<file path="src/hdl/arld_pkg.sv">
// Package for the alternating run-length decoder.
// Holds command and status codes and the structs passed between the front,
// the queue and the back. No dependencies.
`timescale 1ns / 1ps
`default_nettype none

package arld_pkg;

  // Input command codes
  typedef enum logic [1:0] {
    CMD_START = 2'd0,
    CMD_DATA  = 2'd1,
    CMD_END   = 2'd2,
    CMD_RSVD  = 2'd3
  } cmd_e;

  // Track status codes
  typedef enum logic [1:0] {
    ST_OK        = 2'd0,
    ST_MID_RUN   = 2'd1,
    ST_EARLY_END = 2'd2
  } status_e;

  // Bytes per result word
  localparam int unsigned OutLanes = 4;
  // Entries in the queue between front and back
  localparam int unsigned QueueDepth = 2;

  // One decoded operation: cnt copies of byte starting at woff
  typedef struct packed {
    logic [7:0]  byte_val;
    logic [7:0]  cnt;
    logic [14:0] woff;
    logic        done;
    status_e     status;
  } op_t;

  // One result word
  typedef struct packed {
    logic [OutLanes-1:0][7:0] lanes;
    logic [2:0]               byte_count;
    logic [13:0]              write_offset;
    logic                     track_done;
    status_e                  status;
    logic                     last;
  } res_t;

endpackage

`default_nettype wire

</file>
<file path="src/hdl/arld_front.sv">
// Front end of the alternating run-length decoder: parses compressed words.
// Tracks run phase, remaining count, offset and run length; emits one op_t
// per accepted word. Depends on arld_pkg.
`timescale 1ns / 1ps
`default_nettype none

module arld_front #(
  parameter int unsigned TRACK_MAX = 16384
) (
  input  wire logic             clk_i,
  input  wire logic             rst_ni,
  input  wire logic             accept_i,
  input  wire logic [1:0]       cmd_i,
  input  wire logic [7:0]       data_byte_i,
  input  wire logic [15:0]      compressed_length_i,
  input  wire logic [14:0]      track_length_i,
  output arld_pkg::op_t         op_o
);

  localparam int unsigned LimCap = (TRACK_MAX < 32767) ? TRACK_MAX : 32767;

  typedef enum logic [2:0] {
    PH_IDLE,
    PH_LIT_LEN,
    PH_LIT_DATA,
    PH_REP_COUNT,
    PH_REP_BYTE
  } phase_e;

  phase_e      phase_q, phase_d;
  logic [15:0] rem_q, rem_d;
  logic [14:0] off_q, off_d;
  logic [7:0]  run_q, run_d;

  logic [14:0] limit;
  logic [14:0] room;
  logic [15:0] rem_dec;
  logic [7:0]  run_dec;
  logic [7:0]  lit_run;
  logic [7:0]  rep_n;
  logic        end_trk;
  arld_pkg::status_e end_st;

  // Derive limit, room and decremented counts
  assign limit   = (track_length_i < 15'(LimCap)) ? track_length_i : 15'(LimCap);
  assign room    = (off_q < limit) ? (limit - off_q) : 15'd0;
  assign rem_dec = (rem_q != 16'd0) ? (rem_q - 16'd1) : 16'd0;
  assign run_dec = (run_q != 8'd0) ? (run_q - 8'd1) : 8'd0;
  assign lit_run = ({8'd0, data_byte_i} > rem_dec) ? rem_dec[7:0] : data_byte_i;
  assign rep_n   = ({7'd0, run_q} < room) ? run_q : room[7:0];

  // Classify the word and advance the parse state
  always_comb begin
    phase_d        = phase_q;
    rem_d          = rem_q;
    off_d          = off_q;
    run_d          = run_q;
    end_trk        = 1'b0;
    end_st         = arld_pkg::ST_OK;
    op_o.byte_val  = data_byte_i;
    op_o.cnt       = 8'd0;
    op_o.woff      = off_q;
    op_o.done      = 1'b0;
    op_o.status    = arld_pkg::ST_OK;

    unique case (arld_pkg::cmd_e'(cmd_i))
      arld_pkg::CMD_START: begin
        rem_d     = compressed_length_i;
        off_d     = 15'd0;
        op_o.woff = 15'd0;
        run_d     = 8'd0;
        if (compressed_length_i == 16'd0) begin
          end_trk = 1'b1;
        end else begin
          phase_d = PH_LIT_LEN;
        end
      end
      arld_pkg::CMD_DATA: begin
        unique case (phase_q)
          PH_IDLE: begin
          end
          PH_LIT_LEN: begin
            rem_d = rem_dec;
            if (rem_dec == 16'd0) begin
              end_trk = 1'b1;
              end_st  = arld_pkg::ST_MID_RUN;
            end else begin
              run_d   = lit_run;
              phase_d = (lit_run != 8'd0) ? PH_LIT_DATA : PH_REP_COUNT;
            end
          end
          PH_LIT_DATA: begin
            rem_d = rem_dec;
            run_d = run_dec;
            if (room != 15'd0) begin
              op_o.cnt = 8'd1;
              off_d    = off_q + 15'd1;
            end
            if (run_dec == 8'd0) begin
              if (rem_dec == 16'd0) begin
                end_trk = 1'b1;
              end else begin
                phase_d = PH_REP_COUNT;
              end
            end
          end
          PH_REP_COUNT: begin
            rem_d = rem_dec;
            if (rem_dec == 16'd0) begin
              end_trk = 1'b1;
              end_st  = arld_pkg::ST_MID_RUN;
            end else begin
              run_d   = data_byte_i;
              phase_d = PH_REP_BYTE;
            end
          end
          PH_REP_BYTE: begin
            rem_d    = rem_dec;
            op_o.cnt = rep_n;
            off_d    = off_q + 15'(rep_n);
            run_d    = 8'd0;
            if (rem_dec == 16'd0) begin
              end_trk = 1'b1;
            end else begin
              phase_d = PH_LIT_LEN;
            end
          end
          default: begin
            phase_d = PH_IDLE;
          end
        endcase
      end
      arld_pkg::CMD_END: begin
        if (phase_q != PH_IDLE) begin
          end_trk = 1'b1;
          end_st  = arld_pkg::ST_EARLY_END;
        end
      end
      arld_pkg::CMD_RSVD: begin
      end
    endcase

    // Close the track
    if (end_trk) begin
      op_o.done   = 1'b1;
      op_o.status = end_st;
      phase_d     = PH_IDLE;
      rem_d       = 16'd0;
      run_d       = 8'd0;
    end
  end

  // Hold parse state; advance on each accepted word
  always_ff @(posedge clk_i or negedge rst_ni) begin
    if (!rst_ni) begin
      phase_q <= PH_IDLE;
      rem_q   <= 16'd0;
      off_q   <= 15'd0;
      run_q   <= 8'd0;
    end else if (accept_i) begin
      phase_q <= phase_d;
      rem_q   <= rem_d;
      off_q   <= off_d;
      run_q   <= run_d;
    end
  end

endmodule

`default_nettype wire

</file>
<file path="src/hdl/arld_queue.sv">
// Short operation queue between front and back of the run-length decoder.
// Register-based FIFO of arld_pkg::op_t, depth arld_pkg::QueueDepth.
// Depends on arld_pkg.
`timescale 1ns / 1ps
`default_nettype none

module arld_queue (
  input  wire logic     clk_i,
  input  wire logic     rst_ni,
  input  wire logic     push_i,
  input  arld_pkg::op_t op_i,
  output logic          full_o,
  input  wire logic     pop_i,
  output arld_pkg::op_t op_o,
  output logic          valid_o
);

  localparam int unsigned Depth = arld_pkg::QueueDepth;
  localparam int unsigned PtrW  = (Depth > 1) ? $clog2(Depth) : 1;
  localparam int unsigned CntW  = $clog2(Depth + 1);

  arld_pkg::op_t mem_q [Depth];
  logic [PtrW-1:0] wr_ptr_q, rd_ptr_q;
  logic [CntW-1:0] count_q;
  logic            do_push, do_pop;

  assign full_o  = (count_q == CntW'(Depth));
  assign valid_o = (count_q != '0);
  assign op_o    = mem_q[rd_ptr_q];
  assign do_push = push_i && !full_o;
  assign do_pop  = pop_i && valid_o;

  // Store entries
  always_ff @(posedge clk_i) begin
    if (do_push) begin
      mem_q[wr_ptr_q] <= op_i;
    end
  end

  // Advance pointers and fill level
  always_ff @(posedge clk_i or negedge rst_ni) begin
    if (!rst_ni) begin
      wr_ptr_q <= '0;
      rd_ptr_q <= '0;
      count_q  <= '0;
    end else begin
      if (do_push) begin
        wr_ptr_q <= (wr_ptr_q == PtrW'(Depth - 1)) ? '0 : wr_ptr_q + 1'b1;
      end
      if (do_pop) begin
        rd_ptr_q <= (rd_ptr_q == PtrW'(Depth - 1)) ? '0 : rd_ptr_q + 1'b1;
      end
      if (do_push && !do_pop) begin
        count_q <= count_q + 1'b1;
      end else if (do_pop && !do_push) begin
        count_q <= count_q - 1'b1;
      end
    end
  end

endmodule

`default_nettype wire

</file>
<file path="src/hdl/arld_back.sv">
// Back end of the run-length decoder: splits each op into result words.
// Emits up to four bytes per word into a one-word output register.
// Depends on arld_pkg.
`timescale 1ns / 1ps
`default_nettype none

module arld_back (
  input  wire logic      clk_i,
  input  wire logic      rst_ni,
  input  arld_pkg::op_t  op_i,
  input  wire logic      op_valid_i,
  output logic           op_pop_o,
  output arld_pkg::res_t res_o,
  output logic           res_valid_o,
  input  wire logic      res_pop_i
);

  localparam int unsigned Lanes = arld_pkg::OutLanes;

  logic [7:0]     pos_q;
  logic [7:0]     left;
  logic           more;
  logic           load;
  logic [2:0]     emit_cnt;
  logic [14:0]    woff_sum;
  arld_pkg::res_t res_d, res_q;
  logic           valid_q;

  assign left     = op_i.cnt - pos_q;
  assign more     = (left > 8'(Lanes));
  assign emit_cnt = more ? 3'(Lanes) : left[2:0];
  assign woff_sum = op_i.woff + 15'(pos_q);
  assign load     = op_valid_i && (!valid_q || res_pop_i);
  assign op_pop_o = load && !more;

  // Build the next result word
  always_comb begin
    for (int i = 0; i < Lanes; i++) begin
      res_d.lanes[i] = (3'(i) < emit_cnt) ? op_i.byte_val : 8'd0;
    end
    res_d.byte_count   = emit_cnt;
    res_d.write_offset = woff_sum[13:0];
    res_d.track_done   = more ? 1'b0 : op_i.done;
    res_d.status       = more ? arld_pkg::ST_OK : op_i.status;
    res_d.last         = !more;
  end

  // Hold the output word until taken
  always_ff @(posedge clk_i) begin
    if (load) begin
      res_q <= res_d;
    end
  end

  // Advance position within the op and track output occupancy
  always_ff @(posedge clk_i or negedge rst_ni) begin
    if (!rst_ni) begin
      pos_q   <= 8'd0;
      valid_q <= 1'b0;
    end else begin
      if (load) begin
        valid_q <= 1'b1;
        pos_q   <= more ? (pos_q + 8'(Lanes)) : 8'd0;
      end else if (res_pop_i) begin
        valid_q <= 1'b0;
      end
    end
  end

  assign res_o       = res_q;
  assign res_valid_o = valid_q;

`ifndef ASSERT_OFF
  // A word that is not the last of its op is always full and carries no end
  a_mid_full: assert property (@(posedge clk_i) disable iff (!rst_ni)
    (valid_q && !res_q.last) |-> (res_q.byte_count == 3'(Lanes) && !res_q.track_done))
    else $error("partial or ending word before last");

  // Error status only appears with track done
  a_status_done: assert property (@(posedge clk_i) disable iff (!rst_ni)
    (valid_q && res_q.status != arld_pkg::ST_OK) |-> res_q.track_done)
    else $error("error status without track done");

  // Position within an op stays zero between ops
  a_pos_clear: assert property (@(posedge clk_i) disable iff (!rst_ni)
    op_pop_o |=> (pos_q == 8'd0))
    else $error("position not cleared after op");

  // A stalled output word holds its value
  a_hold: assert property (@(posedge clk_i) disable iff (!rst_ni)
    (valid_q && !res_pop_i) |=> (valid_q && $stable(res_q)))
    else $error("output word changed while stalled");
`endif

endmodule

`default_nettype wire

</file>
<file path="src/hdl/alternating_run_length_decoder.sv">
// Top level of the alternating run-length decoder.
// Instantiates arld_front, arld_queue and arld_back; uses arld_pkg.
//
//   channel  | handshake      | payload
//   ---------+----------------+---------------------------------------------
//   input    | push / full    | cmd_i, data_byte_i, compressed_length_i
//   result   | empty / pop    | lane0_o..lane3_o, byte_count_o, write_offset_o,
//            |                | track_done_o, status_o, last_o
//   config   | cfg_we_i       | cfg_wdata_i (track_length)
//
// The front parses one word per cycle while the two-entry op queue has room.
// The back emits one result word per cycle while its output is free or popped:
// an op of n repeat bytes gives max(1, ceil(n/4)) words, every other op one.
// Reset is asynchronous, active low; no clearing pass, ready the cycle after.
// full rises when the op queue is full; a stalled result holds on the ports.
`timescale 1ns / 1ps
`default_nettype none

module alternating_run_length_decoder #(
  parameter int unsigned TRACK_MAX = 16384
) (
  input  wire logic        clk_i,
  input  wire logic        rst_ni,
  input  wire logic        push,
  output logic             full,
  input  wire logic [1:0]  cmd_i,
  input  wire logic [7:0]  data_byte_i,
  input  wire logic [15:0] compressed_length_i,
  output logic             empty,
  input  wire logic        pop,
  output logic [7:0]       lane0_o,
  output logic [7:0]       lane1_o,
  output logic [7:0]       lane2_o,
  output logic [7:0]       lane3_o,
  output logic [2:0]       byte_count_o,
  output logic [13:0]      write_offset_o,
  output logic             track_done_o,
  output logic [1:0]       status_o,
  output logic             last_o,
  input  wire logic        cfg_we_i,
  input  wire logic [14:0] cfg_wdata_i
);

  localparam logic [14:0] TrackLenReset = 15'd9216;

  logic [14:0]    track_len_q;
  logic           accept;
  arld_pkg::op_t  front_op, queue_op;
  logic           queue_valid, queue_pop, res_valid;
  arld_pkg::res_t res;

  assign accept = push && !full;

  // Hold the track length register
  always_ff @(posedge clk_i or negedge rst_ni) begin
    if (!rst_ni) begin
      track_len_q <= TrackLenReset;
    end else if (cfg_we_i) begin
      track_len_q <= cfg_wdata_i;
    end
  end

  arld_front #(
    .TRACK_MAX (TRACK_MAX)
  ) u_front (
    .clk_i               (clk_i),
    .rst_ni              (rst_ni),
    .accept_i            (accept),
    .cmd_i               (cmd_i),
    .data_byte_i         (data_byte_i),
    .compressed_length_i (compressed_length_i),
    .track_length_i      (track_len_q),
    .op_o                (front_op)
  );

  arld_queue u_queue (
    .clk_i   (clk_i),
    .rst_ni  (rst_ni),
    .push_i  (accept),
    .op_i    (front_op),
    .full_o  (full),
    .pop_i   (queue_pop),
    .op_o    (queue_op),
    .valid_o (queue_valid)
  );

  arld_back u_back (
    .clk_i       (clk_i),
    .rst_ni      (rst_ni),
    .op_i        (queue_op),
    .op_valid_i  (queue_valid),
    .op_pop_o    (queue_pop),
    .res_o       (res),
    .res_valid_o (res_valid),
    .res_pop_i   (pop)
  );

  // Unpack the result word onto the ports
  assign empty          = !res_valid;
  assign lane0_o        = res.lanes[0];
  assign lane1_o        = res.lanes[1];
  assign lane2_o        = res.lanes[2];
  assign lane3_o        = res.lanes[3];
  assign byte_count_o   = res.byte_count;
  assign write_offset_o = res.write_offset;
  assign track_done_o   = res.track_done;
  assign status_o       = res.status;
  assign last_o         = res.last;

endmodule

`default_nettype wire
</file>
<file path="config.mk">
export PLATFORM = sky130hd
export DESIGN_NAME = alternating_run_length_decoder
export DESIGN_NICKNAME = d
export VERILOG_FILES = /design/src/hdl/arld_pkg.sv /design/src/hdl/arld_front.sv /design/src/hdl/arld_queue.sv /design/src/hdl/arld_back.sv /design/src/hdl/alternating_run_length_decoder.sv
export SDC_FILE = /design/constraint.sdc
export NUM_CORES = 1
export LEC_CHECK = 0
export BUFFER_PORTS_ARGS = -buffer_cell sky130_fd_sc_hd__clkbuf_2
export CORE_ASPECT_RATIO = 0.5
export CORE_UTILIZATION = 55
export DETAILED_ROUTE_END_ITERATION = 8
export PLACE_DENSITY = 0.79
export RECOVER_POWER = 100
export SLEW_MARGIN = 20
export SYNTH_ARGS = -nofsm -noshare
export SYNTH_HDL_FRONTEND = slang
export SYNTH_SLANG_ARGS = --single-unit
</file>
<file path="constraint.sdc">
create_clock -name clk_i -period 5.5 [get_ports clk_i]
set_input_delay 0.55 -clock clk_i [delete_from_list [all_inputs] [get_ports clk_i]]
set_output_delay 0.55 -clock clk_i [all_outputs]
set_load 0.01 [all_outputs]
</file>
==> summary.txt <==
Outcome
  – Status: complete, but fails checks
  – Failing checks: max-capacitance violations, max-slew violations

Drt
  – DR pass1 iterations: 6
  – DR WL/cell: 18.49 um
  – Via count: 8737
  – Total wire length: 26920 um
  – Detail Route Antenna Nets: 0
  – Drt initial violations: 782
  – Drt drc: 0
  – Vias per inst: 6.001

Worst setup path
  – Reg2reg start: track_len_q[14]
  – Critical Path Max Stage Delay: 0.44 ns
  – CP Data Required Time: 5.80 ns
  – CP endpoint kind: flop
  – Reg2Reg Capture Point: u_front.off_q[7]
  – Max FO, Critical Path: 8
  – CP max-delay cell: dfrtp_2
  – R2R Setup Slk: 0.05 ns
  – CP most frequent cell: a21o_1
  – Worst r2r path cells: 26
  – Critical Path AT: 5.74 ns
  – Startpoint Class: flop
  – Critical path class: reg -> reg

Timing
  – Tmin final: 5.448 ns
  – Hold_ws: 0.3365 ns
  – Setup violators final: 0
  – Final hold vios: 0
  – Final period utilization: 0.9905
  – Final Max Tran Viols: 186
  – Measured slew at the worst slew-check pin: 3.924 ns
  – Fmax: 183.6 MHz
  – Final Skew: 0.01111 ns
  – Slew HR: -1.616

Power
  – Switching power: 2.590 mW
  – Power Density: 505.8 nW/um^2
  – LEAKAGE: 5.048 nW
  – Clock network power share: 0.190
  – P_int: 3.818 mW
  – Design Power: 6.408 mW
  – VDD IR max: 240.2 uV
  – Sequential power share: 0.370
  – Comb power frac: 0.440
  – Sw Share: 0.4041

Synthesis
  – FF+latch count, synth: 187
  – Syn. warnings: 0
  – Async set-or-reset flop fraction in the synthesized netlist: 0.3636
  – Mapped Cells: 1059
  – Ys flop type: edfxtp_1
  – Cell Area, Synth: 11040 sq um
  – EDFF count, synth: 119
  – Synth unique cells: 86
  – Seq/Total Area, Yosys: 0.4779
  – Syn Area/Cell: 10.43 sq um

Worst hold path
  – Hold Startpoint: cfg_wdata_i[8]
  – WHS Endpoint: track_len_q[8]
  – Hold crit path type: in -> reg
  – Hold Path Depth: 2

Clock network
  – CTS H-tree lvls: 4
  – CTS clk-pin slew, worst paths: 0.08 ns
  – CTS Buf Count: 17
  – Clock sink total: 187
  – CTS tree: built
  – CTS root buffer: clkbuf_16
  – Maximum root-to-sink buffer count: 2
  – Hold-fix buffers, CTS: 0
  – Clk Latency, worst-skew pair: 0.44 ns

Finish
  – Most frequent cells in the layout: edfxtp_1 (119), nor2_1 (93), nand2_1 (80), clkbuf_1 (71), dfrtp_1 (64)
  – Fraction of layout cells with a size suffix above 1: 0.1622
  – Fin util: 0.6481
  – Most common cell after layout, fill and taps aside: edfxtp_1
  – Final net count: 1284
  – Diodes inserted: 0
  – Area grow syn2layout: 14.73%

Floorplan
  – Io pins: 101
  – Die extent in x: 202.4 um
  – Core ar.: 19550 sq um
  – Rows: 36
  – Die ar.: 20680 sq um
  – Starting Density: 0.5649
  – Die H: 102.2 um

Global routing
  – First-pass GRT wire length: 42000 um
  – Gr usage total: 0.2596
  – Initial antenna violation count: 0
  – Largest net degree at the start of global routing: 69
  – Vias in the first global route: 8181
  – Total global routing overflow: 0

Placement
  – # port buffers: 100
  – DP HPWL: 19180 um
  – Final GP Congestion: 0.9080

Flow run
  – Max-Cap Viols: 4
-- sequential cells by signal, indices dropped and copies added (netlist names), 2 cells and up --
name and cells:
u_back.pos_q 6, u_back.res_o 53, u_front.off_q 15, track_len_q 15, u_front.rem_q 16, u_queue.mem_q 66, u_front.phase_q 3, u_front.run_q 8
u_queue.count_q 2
-- worst max-delay path, delay by kind of cell, from the launching register on --
| kind | cells | cell delay (ns) |
|---|---|---|
| compound gates | 13 | 2.53 |
| simple gates | 6 | 0.73 |
| fa+ha+maj | 4 | 1.08 |
| xor+xnor | 1 | 0.21 |
| flops | 1 | 0.44 |
| buf+inv | 2 | 0.31 |
-- cells by family (layout without fill, tap and decap cells) --
| kind of cell | after synthesis | after routing | synth area share |
|---|---|---|---|
| buf+inv | 102 | 232 | 0.03886 |
| mux | 61 | 61 | 0.05880 |
| simple gates | 365 | 365 | 0.1689 |
| other cells | 2 | 3 | 0.0006801 |
| xor+xnor | 52 | 52 | 0.04124 |
| fa+ha+maj | 65 | 65 | 0.07433 |
| compound gates | 225 | 225 | 0.1393 |
| flops | 187 | 187 | 0.4779 |
-- routing by layer --
metal,global-route usage,vias to the layer above,wire length (um)
met5,0,-,0
met4,0.07634,0,473
met3,0.04464,49,1808
met2,0.3946,373,11760
met1,0.3829,4215,12880
li1,-,4100,-
-- Yosys cell counts (6+ instances only) --
| master | n | area (sq um) |
|---|---|---|
| nor2_1 | 95 | 356.6 |
| o211ai_1 | 7 | 52.55 |
| nand3_1 | 24 | 120.1 |
| nor4_1 | 9 | 56.30 |
| o21a_1 | 11 | 82.58 |
| and2_1 | 11 | 68.82 |
| or3_1 | 11 | 68.82 |
| o31ai_1 | 25 | 187.7 |
| nor2b_1 | 31 | 193.9 |
| mux2i_1 | 30 | 300.3 |
| nand2b_1 | 17 | 106.4 |
| o21ai_0 | 45 | 225.2 |
| o21ai_1 | 6 | 30.03 |
| and3_1 | 9 | 56.30 |
| clkbuf_1 | 30 | 112.6 |
| nor3_1 | 26 | 130.1 |
| a21o_1 | 12 | 90.09 |
| edfxtp_1 | 119 | 3573 |
| xor2_1 | 24 | 210.2 |
| or4_1 | 9 | 67.56 |
| a31oi_1 | 11 | 68.82 |
| nand4_1 | 8 | 50.05 |
| mux2_2 | 31 | 349.1 |
| xnor2_1 | 28 | 245.2 |
| a21oi_1 | 48 | 240.2 |
| inv_1 | 61 | 229.0 |
| ha_1 | 59 | 738.2 |
| nand2_1 | 82 | 307.8 |
| dfrtp_1 | 66 | 1652 |
-- layout make-up --
type                            count  area, sq um
Clock buffer                       18        439.2
Clock inverter                     14        147.6
Fill cell                        1564         6879
Inverter                           61        229.0
Multi-Input combinational cell    771         5550
Sequential cell                   187         5280
Tap cell                          266        332.8
Timing Repair Buffer              139        690.7
-- worst max-delay path by stage --
stage | depth (start not counted) | endpoint | from | slack [ns]
after floorplan | 28 | u_front.off_q[8] | track_len_q[14] | 0.11
after global placement | 24 | u_front.off_q[4] | track_len_q[14] | 0.15
after detailed placement | 24 | u_front.off_q[4] | track_len_q[14] | -0.15
after CTS | 26 | u_front.off_q[4] | track_len_q[10] | 0.05
after global routing | 26 | u_front.off_q[7] | track_len_q[14] | -0.14
final | 26 | u_front.off_q[7] | track_len_q[14] | 0.05
-- power by group through the flow --
stage | Sequential, mW | Combinational [mW] | Clock, mW
floorplan | 2.37 | 1.93 | 0
global placement | 2.35 | 2.61 | 0
detailed placement | 2.37 | 2.70 | 0
CTS | 2.34 | 2.74 | 1.23
global route | 2.42 | 3.12 | 1.29
finish | 2.37 | 2.82 | 1.22
-- repair_timing --
item                                   4_1_cts  5_1_grt
endpoints found under the hold margin        0        0
pin swaps                                    0       18
setup endpoints to repair                   10       12
resized for setup                            3       35
buffers inserted                             0       11
-- stage by stage --
stage                     setup TNS, ns  setup slack (ns)  cell area (sq um)  instances
after floorplan                       0            0.1080              11110       1060
after global placement                0            0.1513              11940       1413
after detailed placement        -0.9335           -0.1541              11940       1413
after CTS                             0           0.04611              12530       1445
after global routing            -0.5891           -0.1357              12670       1456
final                                 0           0.05219              12670       1456
Note: power is estimated with default switching activity, not from simulation.
